===== src/rtl/cbfa_pkg.sv =====
// Shared types and constants of the contiguous block fit allocator.
// No dependencies.
package cbfa_pkg;

	localparam int NUM_BLOCKS = 16;
	localparam int SIZE_BITS  = 16;
	localparam int IDX_BITS   = $clog2(NUM_BLOCKS);
	localparam int CNT_BITS   = $clog2(NUM_BLOCKS + 1);

	// Fixed field widths
	localparam int FIELD_IDX_W  = 4;
	localparam int FIELD_SIZE_W = 16;
	localparam int CFG_IDX_W    = 2;
	localparam int CFG_DATA_W   = 5;

	// Register indexes
	localparam logic [CFG_IDX_W-1:0] CFG_FIT_MODE    = 2'd0;
	localparam logic [CFG_IDX_W-1:0] CFG_BLOCK_COUNT = 2'd1;

	// Placement policies
	localparam logic [1:0] FIT_BEST  = 2'd0;
	localparam logic [1:0] FIT_FIRST = 2'd1;
	localparam logic [1:0] FIT_WORST = 2'd2;
	localparam logic [1:0] FIT_NONE  = 2'd3;

	// Actions
	localparam logic ACT_LOAD  = 1'b0;
	localparam logic ACT_ALLOC = 1'b1;

	// Result status codes
	localparam logic [1:0] ST_LOADED    = 2'd0;
	localparam logic [1:0] ST_ALLOCATED = 2'd1;
	localparam logic [1:0] ST_NOFIT     = 2'd2;

	// Controller to datapath
	typedef struct packed {
		logic accept;    // latch the input transaction, do a load write
		logic scan_step; // evaluate one table entry
		logic commit;    // load the output register, set the mark
	} cbfa_cmd_t;

	// Datapath to controller
	typedef struct packed {
		logic alloc_req; // latched transaction is an allocate
		logic scan_done; // scan index reached the active count
	} cbfa_stat_t;

endpackage


===== src/rtl/cbfa_dp.sv =====
// Datapath of the block fit allocator: config registers, size table, marks,
// scan registers and the output register. Depends on cbfa_pkg.
module cbfa_dp
	import cbfa_pkg::*;
(
	input  logic                    clk,
	input  logic                    arst_n,
	input  logic                    cfg_we,
	input  logic [CFG_IDX_W-1:0]    cfg_index,
	input  logic [CFG_DATA_W-1:0]   cfg_data,
	input  logic                    action,
	input  logic [FIELD_IDX_W-1:0]  block_index,
	input  logic [FIELD_SIZE_W-1:0] size,
	input  cbfa_cmd_t               cmd,
	output cbfa_stat_t              stat,
	output logic [1:0]              status,
	output logic [FIELD_IDX_W-1:0]  assigned_block,
	output logic [FIELD_SIZE_W-1:0] leftover
);

	logic [1:0]           fit_mode_q;
	logic [CNT_BITS-1:0]  block_count_q;
	logic [SIZE_BITS-1:0] sizes_q [NUM_BLOCKS];
	logic [NUM_BLOCKS-1:0] marks_q;
	logic                 action_q;
	logic [SIZE_BITS-1:0] req_q;
	logic [CNT_BITS-1:0]  idx_q;
	logic                 found_q;
	logic [IDX_BITS-1:0]  pick_q;
	logic [SIZE_BITS-1:0] best_q;
	logic [1:0]           status_q;
	logic [FIELD_IDX_W-1:0]  assigned_q;
	logic [FIELD_SIZE_W-1:0] leftover_q;

	logic [CNT_BITS-1:0]  limit;
	logic [IDX_BITS-1:0]  scan_idx;
	logic [SIZE_BITS-1:0] entry;
	logic [SIZE_BITS-1:0] left;
	logic                 fits;
	logic                 better;
	logic [IDX_BITS-1:0]  load_idx;

	assign limit    = (block_count_q > CNT_BITS'(NUM_BLOCKS)) ? CNT_BITS'(NUM_BLOCKS)
	                                                          : block_count_q;
	assign scan_idx = idx_q[IDX_BITS-1:0];
	assign entry    = sizes_q[scan_idx];
	assign left     = entry - req_q;
	assign fits     = !marks_q[scan_idx] && (entry >= req_q) && (fit_mode_q != FIT_NONE);
	assign better   = !found_q
	               || (fit_mode_q == FIT_BEST  && left < best_q)
	               || (fit_mode_q == FIT_WORST && left > best_q);
	assign load_idx = IDX_BITS'(block_index);

	assign stat.alloc_req = (action_q == ACT_ALLOC);
	assign stat.scan_done = (idx_q >= limit);

	// Config registers
	always_ff @(posedge clk or negedge arst_n) begin
		if (!arst_n) begin
			fit_mode_q    <= FIT_BEST;
			block_count_q <= '0;
		end else if (cfg_we) begin
			if (cfg_index == CFG_FIT_MODE) begin
				fit_mode_q <= cfg_data[1:0];
			end else if (cfg_index == CFG_BLOCK_COUNT) begin
				block_count_q <= CNT_BITS'(cfg_data);
			end
		end
	end

	// Size table, no reset
	always_ff @(posedge clk) begin
		if (cmd.accept && action == ACT_LOAD) begin
			sizes_q[load_idx] <= size[SIZE_BITS-1:0];
		end
	end

	// Marks and scan control
	always_ff @(posedge clk or negedge arst_n) begin
		if (!arst_n) begin
			marks_q <= '0;
			idx_q   <= '0;
			found_q <= 1'b0;
		end else begin
			if (cmd.accept) begin
				idx_q   <= '0;
				found_q <= 1'b0;
				if (action == ACT_LOAD) begin
					marks_q[load_idx] <= 1'b0;
				end
			end else if (cmd.scan_step && !stat.scan_done) begin
				idx_q <= idx_q + CNT_BITS'(1);
				if (fits && better) begin
					found_q <= 1'b1;
				end
			end else if (cmd.commit && action_q == ACT_ALLOC && found_q) begin
				marks_q[pick_q] <= 1'b1;
			end
		end
	end

	// Payload registers
	always_ff @(posedge clk) begin
		if (cmd.accept) begin
			action_q <= action;
			req_q    <= size[SIZE_BITS-1:0];
		end
		if (cmd.scan_step && !stat.scan_done && fits && better) begin
			pick_q <= scan_idx;
			best_q <= left;
		end
		if (cmd.commit) begin
			if (action_q == ACT_LOAD) begin
				status_q   <= ST_LOADED;
				assigned_q <= '0;
				leftover_q <= '0;
			end else if (found_q) begin
				status_q   <= ST_ALLOCATED;
				assigned_q <= FIELD_IDX_W'(pick_q);
				leftover_q <= FIELD_SIZE_W'(best_q);
			end else begin
				status_q   <= ST_NOFIT;
				assigned_q <= '0;
				leftover_q <= '0;
			end
		end
	end

	assign status         = status_q;
	assign assigned_block = assigned_q;
	assign leftover       = leftover_q;

`ifndef SYNTHESIS
	a_idx_range: assert property (@(posedge clk) disable iff (!arst_n)
		idx_q <= CNT_BITS'(NUM_BLOCKS))
		else $error("scan index past table");
	a_pick_behind: assert property (@(posedge clk) disable iff (!arst_n)
		found_q |-> ({1'b0, pick_q} < idx_q))
		else $error("pick not behind scan index");
	a_mark_set: assert property (@(posedge clk) disable iff (!arst_n)
		(cmd.commit && action_q == ACT_ALLOC && found_q) |=> marks_q[$past(pick_q)])
		else $error("chosen block not marked");
`endif

endmodule


===== src/rtl/cbfa_ctrl.sv =====
// Controller of the block fit allocator: accept / scan / finish sequencing
// and the output valid flag. Depends on cbfa_pkg.
module cbfa_ctrl
	import cbfa_pkg::*;
(
	input  logic       clk,
	input  logic       arst_n,
	input  logic       in_valid,
	output logic       in_ready,
	output logic       out_valid,
	input  logic       out_ready,
	input  cbfa_stat_t stat,
	output cbfa_cmd_t  cmd
);

	typedef enum logic [2:0] {
		S_IDLE   = 3'b001,
		S_SCAN   = 3'b010,
		S_FINISH = 3'b100
	} state_t;

	state_t state_q;
	state_t state_d;
	logic   out_valid_q;
	logic   out_free;

	assign in_ready = (state_q == S_IDLE);
	assign out_free = !out_valid_q || out_ready;

	assign cmd.accept    = in_valid && in_ready;
	assign cmd.scan_step = (state_q == S_SCAN) && !stat.scan_done;
	assign cmd.commit    = (state_q == S_FINISH) && out_free;

	always_comb begin
		state_d = state_q;
		unique case (state_q)
			S_IDLE: begin
				if (cmd.accept) begin
					state_d = S_SCAN;
				end
			end
			S_SCAN: begin
				// loads leave at once; allocates stay until the scan is done
				if (!stat.alloc_req || stat.scan_done) begin
					state_d = S_FINISH;
				end
			end
			S_FINISH: begin
				if (out_free) begin
					state_d = S_IDLE;
				end
			end
			default: state_d = S_IDLE;
		endcase
	end

	always_ff @(posedge clk or negedge arst_n) begin
		if (!arst_n) begin
			state_q     <= S_IDLE;
			out_valid_q <= 1'b0;
		end else begin
			state_q <= state_d;
			if (cmd.commit) begin
				out_valid_q <= 1'b1;
			end else if (out_ready) begin
				out_valid_q <= 1'b0;
			end
		end
	end

	assign out_valid = out_valid_q;

`ifndef SYNTHESIS
	a_commit_free: assert property (@(posedge clk) disable iff (!arst_n)
		cmd.commit |-> (!out_valid_q || out_ready))
		else $error("result overwritten");
	a_commit_valid: assert property (@(posedge clk) disable iff (!arst_n)
		cmd.commit |=> out_valid_q)
		else $error("result lost");
	a_scan_exit: assert property (@(posedge clk) disable iff (!arst_n)
		(state_q == S_SCAN && stat.scan_done) |=> (state_q == S_FINISH))
		else $error("scan did not finish");
	a_accept_busy: assert property (@(posedge clk) disable iff (!arst_n)
		cmd.accept |=> !in_ready)
		else $error("accepted while busy");
`endif

endmodule


===== src/rtl/contiguous_block_fit_allocator.sv =====
// Contiguous block fit allocator, top level (first / best / worst fit).
// Load: accept, then through the scan state to finish, where the result is
// registered once the output is free. Allocate: the scan walks N entries,
// N = min(block_count, 16), one table entry examined per cycle.
// A new transaction is accepted only once the controller is back in idle. Reset
// (arst_n low) clears marks, config and control; block sizes stay undefined until loaded.
module contiguous_block_fit_allocator
	import cbfa_pkg::*;
(
	input  logic                    clk,
	input  logic                    arst_n,
	// config write port
	input  logic                    cfg_we,
	input  logic [CFG_IDX_W-1:0]    cfg_index,
	input  logic [CFG_DATA_W-1:0]   cfg_data,
	// input channel
	input  logic                    in_valid,
	output logic                    in_ready,
	input  logic                    action,
	input  logic [FIELD_IDX_W-1:0]  block_index,
	input  logic [FIELD_SIZE_W-1:0] size,
	// result channel
	output logic                    out_valid,
	input  logic                    out_ready,
	output logic [1:0]              status,
	output logic [FIELD_IDX_W-1:0]  assigned_block,
	output logic [FIELD_SIZE_W-1:0] leftover
);

	// Controller sequences accept -> scan -> finish; the datapath holds the
	// table, the running best candidate and the output register. A result
	// waits in the output register while the controller already sits idle.
	cbfa_cmd_t  cmd;
	cbfa_stat_t stat;

	cbfa_ctrl u_ctrl (
		.clk       (clk),
		.arst_n    (arst_n),
		.in_valid  (in_valid),
		.in_ready  (in_ready),
		.out_valid (out_valid),
		.out_ready (out_ready),
		.stat      (stat),
		.cmd       (cmd)
	);

	// Load writes the table in the accept cycle; allocate walks entries
	// 0..N-1, keeping the first / smallest / largest leftover by fit_mode.
	cbfa_dp u_dp (
		.clk            (clk),
		.arst_n         (arst_n),
		.cfg_we         (cfg_we),
		.cfg_index      (cfg_index),
		.cfg_data       (cfg_data),
		.action         (action),
		.block_index    (block_index),
		.size           (size),
		.cmd            (cmd),
		.stat           (stat),
		.status         (status),
		.assigned_block (assigned_block),
		.leftover       (leftover)
	);

endmodule

===== config.mk =====
export PLATFORM = sky130hd
export DESIGN_NAME = contiguous_block_fit_allocator
export DESIGN_NICKNAME = d
export VERILOG_FILES = /design/src/rtl/cbfa_pkg.sv /design/src/rtl/cbfa_dp.sv /design/src/rtl/cbfa_ctrl.sv /design/src/rtl/contiguous_block_fit_allocator.sv
export SDC_FILE = /design/constraint.sdc
export NUM_CORES = 1
export LEC_CHECK = 0
export BUFFER_PORTS_ARGS = -buffer_cell sky130_fd_sc_hd__buf_2
export CORE_MARGIN = 4
export CORE_UTILIZATION = 43
export DETAILED_ROUTE_END_ITERATION = 6
export SLEW_MARGIN = 30
export SYNTH_ARGS = -nofsm -noshare
export SYNTH_HDL_FRONTEND = slang
export SYNTH_SLANG_ARGS = --single-unit

===== constraint.sdc =====
create_clock -name clk -period 12 [get_ports clk]
set_input_delay 0.6 -clock clk [delete_from_list [all_inputs] [get_ports clk]]
set_output_delay 0.6 -clock clk [all_outputs]
set_load 0.01 [all_outputs]

---- Word-level counts from Yosys, hierarchy flattened ----
Memory sizes are Yosys's and may differ from the RTL's.
Index checks and enable logic that the tools add are counted.
W data, S select, Z words.
word-level totals
  register bits ........................... 92
  latch bits .............................. 0
  bits in writable memories ............... 256
  bits in read-only memories .............. 0
  bits of input ports ..................... 33
  output and inout port bits .............. 24
  logic and storage cells ................. 105
  memories ................................ 1
cells by class
  add/subtract/negate cells ............... 2
  multipliers ............................. 0
  div/mod/pow operators ................... 0
  magnitude comparators ................... 10
  eq/ne operators ......................... 11
  shift-type cells ........................ 0
  multiplexer cells ....................... 25
  bitwise gates (word level) .............. 5
  reduce and logical (&&, ||, !) cells .... 37
memory list
  name          words  bits a word  read ports  clocked after Yosys merged registers in  write ports  RTL line       text
  u_dp.sizes_q  16     16           1           0                                        1            cbfa_dp.sv:23  logic [SIZE_BITS-1:0] sizes_q [NUM_BLOCKS];
operators with widths
  cell                   number
  $mux W16               4
  $and A16 B16 Y16       1
  $ge A16 B16 Y1         1
  $gt A16 B16 Y1         1
  $logic_and A1 B1 Y1    16
  $lt A16 B16 Y1         1
  $not A16 Y16           1
  $or A16 B16 Y16        1
  $sub A16 B16 Y16       1
  $lt A4 B5 Y1 const B   3
  $mux W5                3
  $mux W1                10
  $mux W3                3
  $pmux W3 S3            1
  $reduce_and A3 Y1      3
  $demux W1 S4           2
  $ge A4 B1 Y1 const B   2
  $reduce_bool A2 Y1     4
  $ne A2 B1 Y1 const B   3
  $ne A2 B2 Y1 const B   3
  $reduce_and A2 Y1      3
  $add A5 B1 Y5 const B  1
  $ge A5 B5 Y1           1
  $gt A5 B5 Y1 const B   1
  11 further kinds       20

---- Logic depth before layout (Yosys ltp) ----
Gate-level depths: netlist of the first run.
An unclocked memory read counts as a cell.
  word-level depth ........................ 10
  depth in mapped cells ................... 21
  gate-level depth less buffers ........... 19

---- Hierarchy ----
A second synthesis of the first run with hierarchy kept.
unflattened totals
  cells, all modules ...................... 808
  area total of the unflattened synthesis .. 14,545.2 sq um
modules (own cells, without submodules)
  module     times used  cells an instance  area each (sq um)  seq. area each (sq um)
  cbfa_dp    1           788                14,332.5           10,184.8
  cbfa_ctrl  1           20                 212.7              101.3

---- Least setup slack after synthesis of the first run ----
Ideal clock, no wire load.
  kind .................................... flip-flop to flip-flop
  start ................................... register u_dp.idx_q[1]
  end ..................................... register u_dp.best_q[0], enable pin
  arrival ................................. 5.516 ns
  data required time ...................... 11.596 ns
  slack ................................... 6.080 ns
  cell stages (with the launch flop) ...... 20
  buffers on the path ..................... 3
  path through ............................ dfrtp_1 clkbuf_1 buf_2 clkbuf_1 mux4_2 mux4_2 fa_1 a32oi_1 a21oi_1 nor4b_1 o31ai_1 a21oi_1 xnor2_1 ha_1 and3_1 nand4_1 o21ai_0 a211oi_1 mux2i_1 a21oi_1
on the way
  longest elaborated chain between the ends .. 7
  elaborated cells between the ends (all ways) .. 20
  classes of those cells .................. add/sub: 1; order compare: 4; mux: 2; reduce/logical: 12; memory: 1
RTL lines
  item                    RTL line        text
  from (decl)             cbfa_dp.sv:27   logic [CNT_BITS-1:0] idx_q;
  from (signal assigned)  cbfa_dp.sv:92   idx_q <= idx_q + CNT_BITS'(1);
  $mem_v2 Z16 W16 *       --
  $sub A16 B16 Y16 *      cbfa_dp.sv:47   assign left = entry - req_q;
  net u_dp.left[14]       cbfa_dp.sv:38   logic [SIZE_BITS-1:0] left;
  $lt A16 B16 Y1          cbfa_dp.sv:50   || (fit_mode_q == FIT_BEST && left < best_q)
  $logic_and A1 B1 Y1     cbfa_dp.sv:50
  $logic_or A1 B1 Y1      cbfa_dp.sv:50
  $logic_or A1 B1 Y1 *    cbfa_dp.sv:51   || (fit_mode_q == FIT_WORST && left > best_q);
  $logic_and A1 B1 Y1 *   cbfa_dp.sv:108  if (cmd.scan_step && !stat.scan_done && fits && better) begin
  to (signal assigned)    cbfa_dp.sv:110  best_q <= left;
  to (decl)               cbfa_dp.sv:30   logic [SIZE_BITS-1:0] best_q;
Mark *: on every way through the listed nets, which the timed path passes. The rest lies on a longest branch. The select of a mux whose other input is x is not followed.
A chain may end at the register's enable or synchronous reset.

---- Final worst setup path of the first run ----
  start ................................... register u_dp.idx_q[0]
  end ..................................... register u_dp.best_q[7], enable pin
The elaborated chain is that of the path after synthesis.

==> metrics.txt, run 1 <==
final worst-path cycle share 0.546; EDFF count, synth 315; critical path startpoint category register; clk_lat worst skew 530 ps; PwrDens 194 nW/um^2; Worst IR Drop VDD 0.0000960 V; CP max FO 45; Pwr Total 3.22 mW; slew of the pin with the lowest slew margin 866 ps; post-detailed-route count of antenna-violating nets 0; Starting Density 0.441; Ports 57; Util after Layout 0.506; Placed Cells 1293; worst path arrival time 6700 ps; Fin. Hold Viols 0; Synth top area share 0.653; Clock Tree Buf Depth 3; Mapped Nets 874; WS Path Type register to register; Lkg Pwr 5.80 nW; unrepaired setup endpoints after global routing false; 1st-iter DRT viols 577; Netlist cell types 50; Critical Path RT 12150 ps; Post-CTS Setup Bufs 0; largest area contributor in the netlist edfxtp_1; total CTS buffers 37; Avg Cell Area, Syn 18.1 um^2; CTS tree done; largest net degree at the start of global routing 46; number of global-route vias before repair 7624; GRT Util Overall 0.172; Hold WC Path Type primary input to asynchronous set/reset pin; Area growth syn-to-layout 14.7%; FP Rows 66; setup ws final 5450 ps; I/O Buffers 56; final setup skew 21.9 ps; total gr overflow 0; f_max 0.153 GHz; Yosys reg bits 348; drc violations 0; CTS clk-pin slew, worst paths 60 ps; top cells by area, synth edfxtp_1 (65%), mux4_2 (13%), dfrtp_1 (5.5%); layout cells sized above 1 0.262; routability cong. 0.822; outcome complete, no violations; vias 7550; Setup TNS 0 ps; final setup fails 0; Gate Count Post-Synth 801; post-CTS resize count 0; Die W 192 um; Yosys warning total 0; post-synthesis sequential area ratio 0.710; drt pass-1 iters 5; Fillers 2757; die area 36700 um^2; fraction of registers with async set/reset 0.0948; Period minus WS final 6550 ps; area of the mapped netlist 14500 um^2; worst slack, placed 5100 ps; dominant synthesized flop cell edfxtp_1; Max Slew Vio Count 0; Nets 963; Wirelength per Cell 22.8 um; first-pass GRT wire length 47100 um; Die H 192 um; core area 32900 um^2; WL final 31000 um; H-Tree Depth 2; post-DP HPWL 18200 um; Non-Filler Instances 1362; DR vias/cell 5.54; antenna violations before repair 2; Hold-fix buffers, CTS 0; slew margin rel. 0.422; clk sinks 348; CP endpoint kind register; MaxCap Viol Count 0; root buf cell clkbuf_16
-- through the flow --
| step | instance area, um^2 | hold slack [ps] |
|---|---|---|
| floorplan | 14500 | 304 |
| global placement | 15400 | 472 |
| detailed placement | 15400 | 477 |
| CTS | 16600 | 176 |
| global route | 16600 | 221 |
| finish | 16600 | 155 |
-- logic make-up (layout without fill, tap and decap cells) --
kind of cell	after synthesis	in the layout	share of synthesized area
other	0	1	0
multiplexers	97	97	0.140
AND/OR/NAND/NOR	152	152	0.0510
flip-flops	348	348	0.710
AO/OA/AOI/OAI	80	80	0.0345
XOR/XNOR	14	14	0.00846
buffers and inverters	70	188	0.0208
adder cells (fa/ha/maj)	40	40	0.0351
-- path summary, 6_finish.rpt --
kind / slack, ps / startpoint / end / cells past startpoint
max in group asynchronous: 11300 / arst_n / u_dp.idx_q[0]$_DFFE_PN0P_ / 1
min reg2reg: 490 / u_dp.marks_q[6]$_DFFE_PN0P_ / u_dp.marks_q[6]$_DFFE_PN0P_ / 2
min: 150 / arst_n / u_dp.idx_q[0]$_DFFE_PN0P_ / 1
max reg2reg: 5450 / u_dp.idx_q[0]$_DFFE_PN0P_ / u_dp.best_q[7]$_DFFE_PP_ / 20
max: 5450 / u_dp.idx_q[0]$_DFFE_PN0P_ / u_dp.best_q[7]$_DFFE_PP_ / 20
min in group clk: 310 / cfg_data[2] / u_dp.block_count_q[2]$_DFFE_PN0P_ / 2
-- registers in the layout, summed over array words and instances, names as in the netlist --
| register | count |
|---|---|
| u_ctrl.out_valid | 1 |
| u_dp.found_q | 1 |
| u_dp.sizes_q | 256 |
| u_dp.pick_q | 4 |
| u_dp.fit_mode_q | 2 |
| u_dp.req_q | 16 |
| u_dp.status | 2 |
| u_dp.assigned_block | 4 |
| u_dp.action_q | 1 |
| u_dp.idx_q | 5 |
| u_ctrl.state_q | 3 |
| u_dp.best_q | 16 |
| u_dp.marks_q | 16 |
| u_dp.block_count_q | 5 |
| u_dp.leftover | 16 |
-- cells in the mapped netlist, types with 2 or more instances --
cell type,count
a31oi_1,5
nand3b_1,3
o21a_1,3
dfrtp_1,32
nor3b_1,7
nor2_1,61
o21ai_1,2
a21oi_1,35
buf_2,7
mux4_2,84
edfxtp_1,315
mux2_2,8
a211o_1,2
nand2b_1,8
ha_1,39
inv_1,45
nor4_1,2
a2111oi_0,2
mux2i_1,5
a211oi_1,3
xor2_1,4
o21ai_0,7
nor3_1,6
o211ai_1,3
buf_6,3
xnor2_1,10
nand2_1,26
clkbuf_1,13
nand3_1,5
nand4_1,6
and3_1,13
nor2b_1,8
buf_4,2
a21o_1,8
or3_1,4
-- cell usage in the layout (no fill, tap or decap), types with 4 or more instances in the layout --
cell type	count
edfxtp_1	315
mux4_2	84
buf_2	56
nor2_1	51
inv_1	44
ha_1	39
clkbuf_16	38
a21oi_1	34
dfrtp_1	30
nand2_1	26
buf_4	18
and3_1	13
clkinv_1	13
xnor2_1	10
nand2b_1	8
a21o_1	8
mux2_2	8
o21ai_0	7
nor2b_1	7
nor2_2	7
nand4_1	6
nand3_1	5
nor3b_1	5
mux2i_1	5
a31oi_1	5
or3_1	4
xor2_1	4
clkinv_2	4
-- worst max-delay path, cell delays in order (launching register included) --
cell	delay [ps]
dfrtp_4	830
buf_6	610
mux4_2	590
mux4_2	470
inv_1	80
ha_1	160
inv_1	50
fa_1	390
a32oi_1	260
a21oi_1	130
nor4b_1	410
o31ai_1	110
a21oi_1	200
xnor2_1	170
ha_1	270
a21o_1	160
a21oi_1	150
o21ai_0	100
a211oi_1	280
mux2i_1	170
a21oi_4	560
-- cell type report --
class                   instances  area, um^2  area share
diodes                          1        2.50    0.000151
clock buffers                  42         976      0.0587
clock inverters                26         226      0.0136
inverters                      45         169      0.0102
multi-input cells             383        3980       0.239
flip-flops and latches        348       10300       0.619
well taps                     442         553      0.0333
repair buffers                 75         427      0.0257
-- metal layers --
layer,track usage,wire (um)
met5,0,11
met4,0.0472,753
met3,0.0302,1740
met2,0.274,14700
met1,0.249,13800
-- power breakdown --
| part | switching (mW) | total (mW) | leakage [nW] | internal [mW] |
|---|---|---|---|---|
| clock | 0.461 | 1.11 | 0.587 | 0.654 |
| sequential | 0.0386 | 1.44 | 3.28 | 1.40 |
| combinational | 0.377 | 0.672 | 1.93 | 0.296 |
Note: power is estimated with default switching activity, not from simulation.
==> run 2, diff against run 1 <==
- clock period: 12 -> 6 ns (I/O delays scaled with it)
==> metrics.txt, run 2 (synthesis results as in run 1) <==
max incr delay on CP 540 ps (was 830 ps); worst hold margin 14.3 ps (was 155 ps); PwrDens 392 nW/um^2 (was 194 nW/um^2); CP delay by family, top multiplexers (was compound AO/OA/AOI/OAI gates); FP Rows 66 (unchanged); slew of the pin with the lowest slew margin 897 ps (was 866 ps); WS Path Type register to register (unchanged); worst path bufs/invs 3 (unchanged); antenna diode count 0 (was 1); Worst Reg2Reg Path Length in Cells 18 (was 20); Fin. Hold Viols 0 (unchanged); 1st-iter DRT viols 610 (was 577); CP max FO 16 (was 45); Area growth syn-to-layout 16.4% (was 14.7%); Setup TNS 0 ps (unchanged); critical path startpoint category register (unchanged); unrepaired setup endpoints after global routing false (unchanged); f_max 0.181 GHz (was 0.153 GHz); GRT Util Overall 0.176 (was 0.172); H-Tree Depth 2 (unchanged); post-DP HPWL 18600 um (was 18200 um); final setup fails 0 (unchanged); layout cells sized above 1 0.277 (was 0.262); Max Slew Vio Count 0 (unchanged); worst slack, placed 295 ps (was 5100 ps); drc violations 0 (unchanged); largest net degree at the start of global routing 60 (was 46); vias 7522 (was 7550); Crit-path slowest cell mux4_2 (was dfrtp_4); Wirelength per Cell 23.2 um (was 22.8 um); Nets 977 (was 963); commonest non-fill, non-tap cell in the layout edfxtp_1 (unchanged); CTS clk-pin slew, worst paths 60 ps (about the same); Clock Tree Buf Depth 3 (unchanged); Reg with most FFs u_dp.sizes_q (unchanged); antenna violations before repair 0 (was 2); final worst-path cycle share 0.923 (was 0.546); Period minus WS final 5540 ps (was 6550 ps); slew margin rel. 0.400 (was 0.422); routability cong. 0.819 (was 0.822); post-detailed-route count of antenna-violating nets 0 (unchanged); Hold Path Stages 2; final setup skew 16.2 ps (was 21.9 ps); core area 32900 um^2 (unchanged); clk_lat worst skew 530 ps (about the same); most frequent cells in the layout edfxtp_1 (315), mux4_2 (84), buf_2 (56) (unchanged); total CTS buffers 38 (was 37); first-pass GRT wire length 47800 um (was 47100 um); setup ws final 460 ps (was 5450 ps); I/O Buffers 56 (unchanged); Ports 57 (unchanged); Starting Density 0.441 (unchanged); Fillers 2726 (was 2757); number of global-route vias before repair 7548 (was 7624); worst path arrival time 5760 ps (was 6700 ps); drt pass-1 iters 5 (unchanged); Cell Chain, Critical Path buf_12, buf_4, mux4_2, mux4_2, ha_1, a21oi_1, o22ai_1, or3_1, nand3_1, nor3b_1, ha_1, and3_1, nand4_1, o21ai_0, a211oi_1, mux2i_1, a21oi_2, buf_12 (was buf_6, mux4_2, mux4_2, inv_1, ha_1, inv_1, fa_1, a32oi_1, a21oi_1, nor4b_1, o31ai_1, a21oi_1, xnor2_1, ha_1, a21o_1, a21oi_1, o21ai_0, a211oi_1, mux2i_1, a21oi_4); Stages on worst setup path 18 (was 20); outcome complete, no violations (unchanged); DR vias/cell 5.47 (was 5.54); Die W 192 um (unchanged); WL final 31800 um (was 31000 um); CP endpoint kind register (unchanged); Hold WC Path Type primary input to register (was primary input to asynchronous set/reset pin); Worst IR Drop VDD 0.000224 V (was 0.0000960 V); total gr overflow 0 (unchanged); clk sinks 348 (unchanged); MaxCap Viol Count 0 (unchanged); Largest register FFs 256 (unchanged); die area 36700 um^2 (unchanged); Die H 192 um (unchanged); Critical Path RT 6220 ps (was 12150 ps); root buf cell clkbuf_16 (unchanged); Lkg Pwr 5.91 nW (was 5.80 nW); CTS tree done (unchanged)
run 2: cell types whose count changed in the layout (fill, tap and decap cells not counted), sizes merged, moves of 2 or more:
| cell | before | now |
|---|---|---|
| buf | 75 | 85 |
| clkinv | 20 | 17 |
| clkinvlp | 1 | 4 |
| dlygate4sd3 | 0 | 3 |
| bufinv | 3 | 5 |
run 2: power by group:
part           internal (mW)  switching [mW]  total [mW]
Clock                   1.41           0.949        2.36
Sequential              2.80          0.0586        2.85
Combinational          0.627           0.776        1.40
Total                   4.84            1.78        6.62
run 2: stage by stage:
step / cells / instance area [um^2] / utilization / power (mW)
floorplan: 801 / 14500 / - / 3.90
global placement: 1295 / 15500 / 0.471 / 4.28
detailed placement: 1295 / 15500 / 0.471 / 4.28
CTS: 1367 / 16800 / 0.511 / 6.65
global route: 1375 / 16900 / 0.513 / 6.95
finish: 1375 / 16900 / 0.513 / 6.62
run 2: what timing repair did:
action / 4_1_cts / 5_1_grt
resized for setup: 0 / 1
hold buffers: 3 / 0
setup buffers: 0 / 8
hold endpoints to repair: 34 / 0
setup endpoints to repair: 0 / 20
run 2: worst paths after layout:
path	from	to	slack [ps]
max	u_dp.idx_q[0]$_DFFE_PN0P_	u_dp.best_q[7]$_DFFE_PP_	460
min in group asynchronous	arst_n	u_dp.block_count_q[0]$_DFFE_PN0P_	390
max in group asynchronous	arst_n	u_dp.idx_q[0]$_DFFE_PN0P_	5040
min	cfg_data[3]	u_dp.block_count_q[3]$_DFFE_PN0P_	10
min reg2reg	u_dp.marks_q[10]$_DFFE_PN0P_	u_dp.marks_q[10]$_DFFE_PN0P_	490
max reg2reg	u_dp.idx_q[0]$_DFFE_PN0P_	u_dp.best_q[7]$_DFFE_PP_	460
run 2: routing by layer:
metal	vias up	global-route usage	part of all wire
met1	3868	0.259	0.45
met2	228	0.281	0.48
met3	46	0.0245	0.051
met5	-	0	0
li1	3380	-	-
met4	0	0.0450	0.021
run 2: area by class of cell:
| type | instances | area [um^2] | area share |
|---|---|---|---|
| multi-input combinational | 383 | 4000 | 0.237 |
| clock inverter | 27 | 293 | 0.0174 |
| inverter | 45 | 169 | 0.0100 |
| tap | 442 | 553 | 0.0328 |
| sequential | 348 | 10300 | 0.610 |
| timing repair buffer | 88 | 578 | 0.0343 |
| clock buffer | 42 | 987 | 0.0585 |
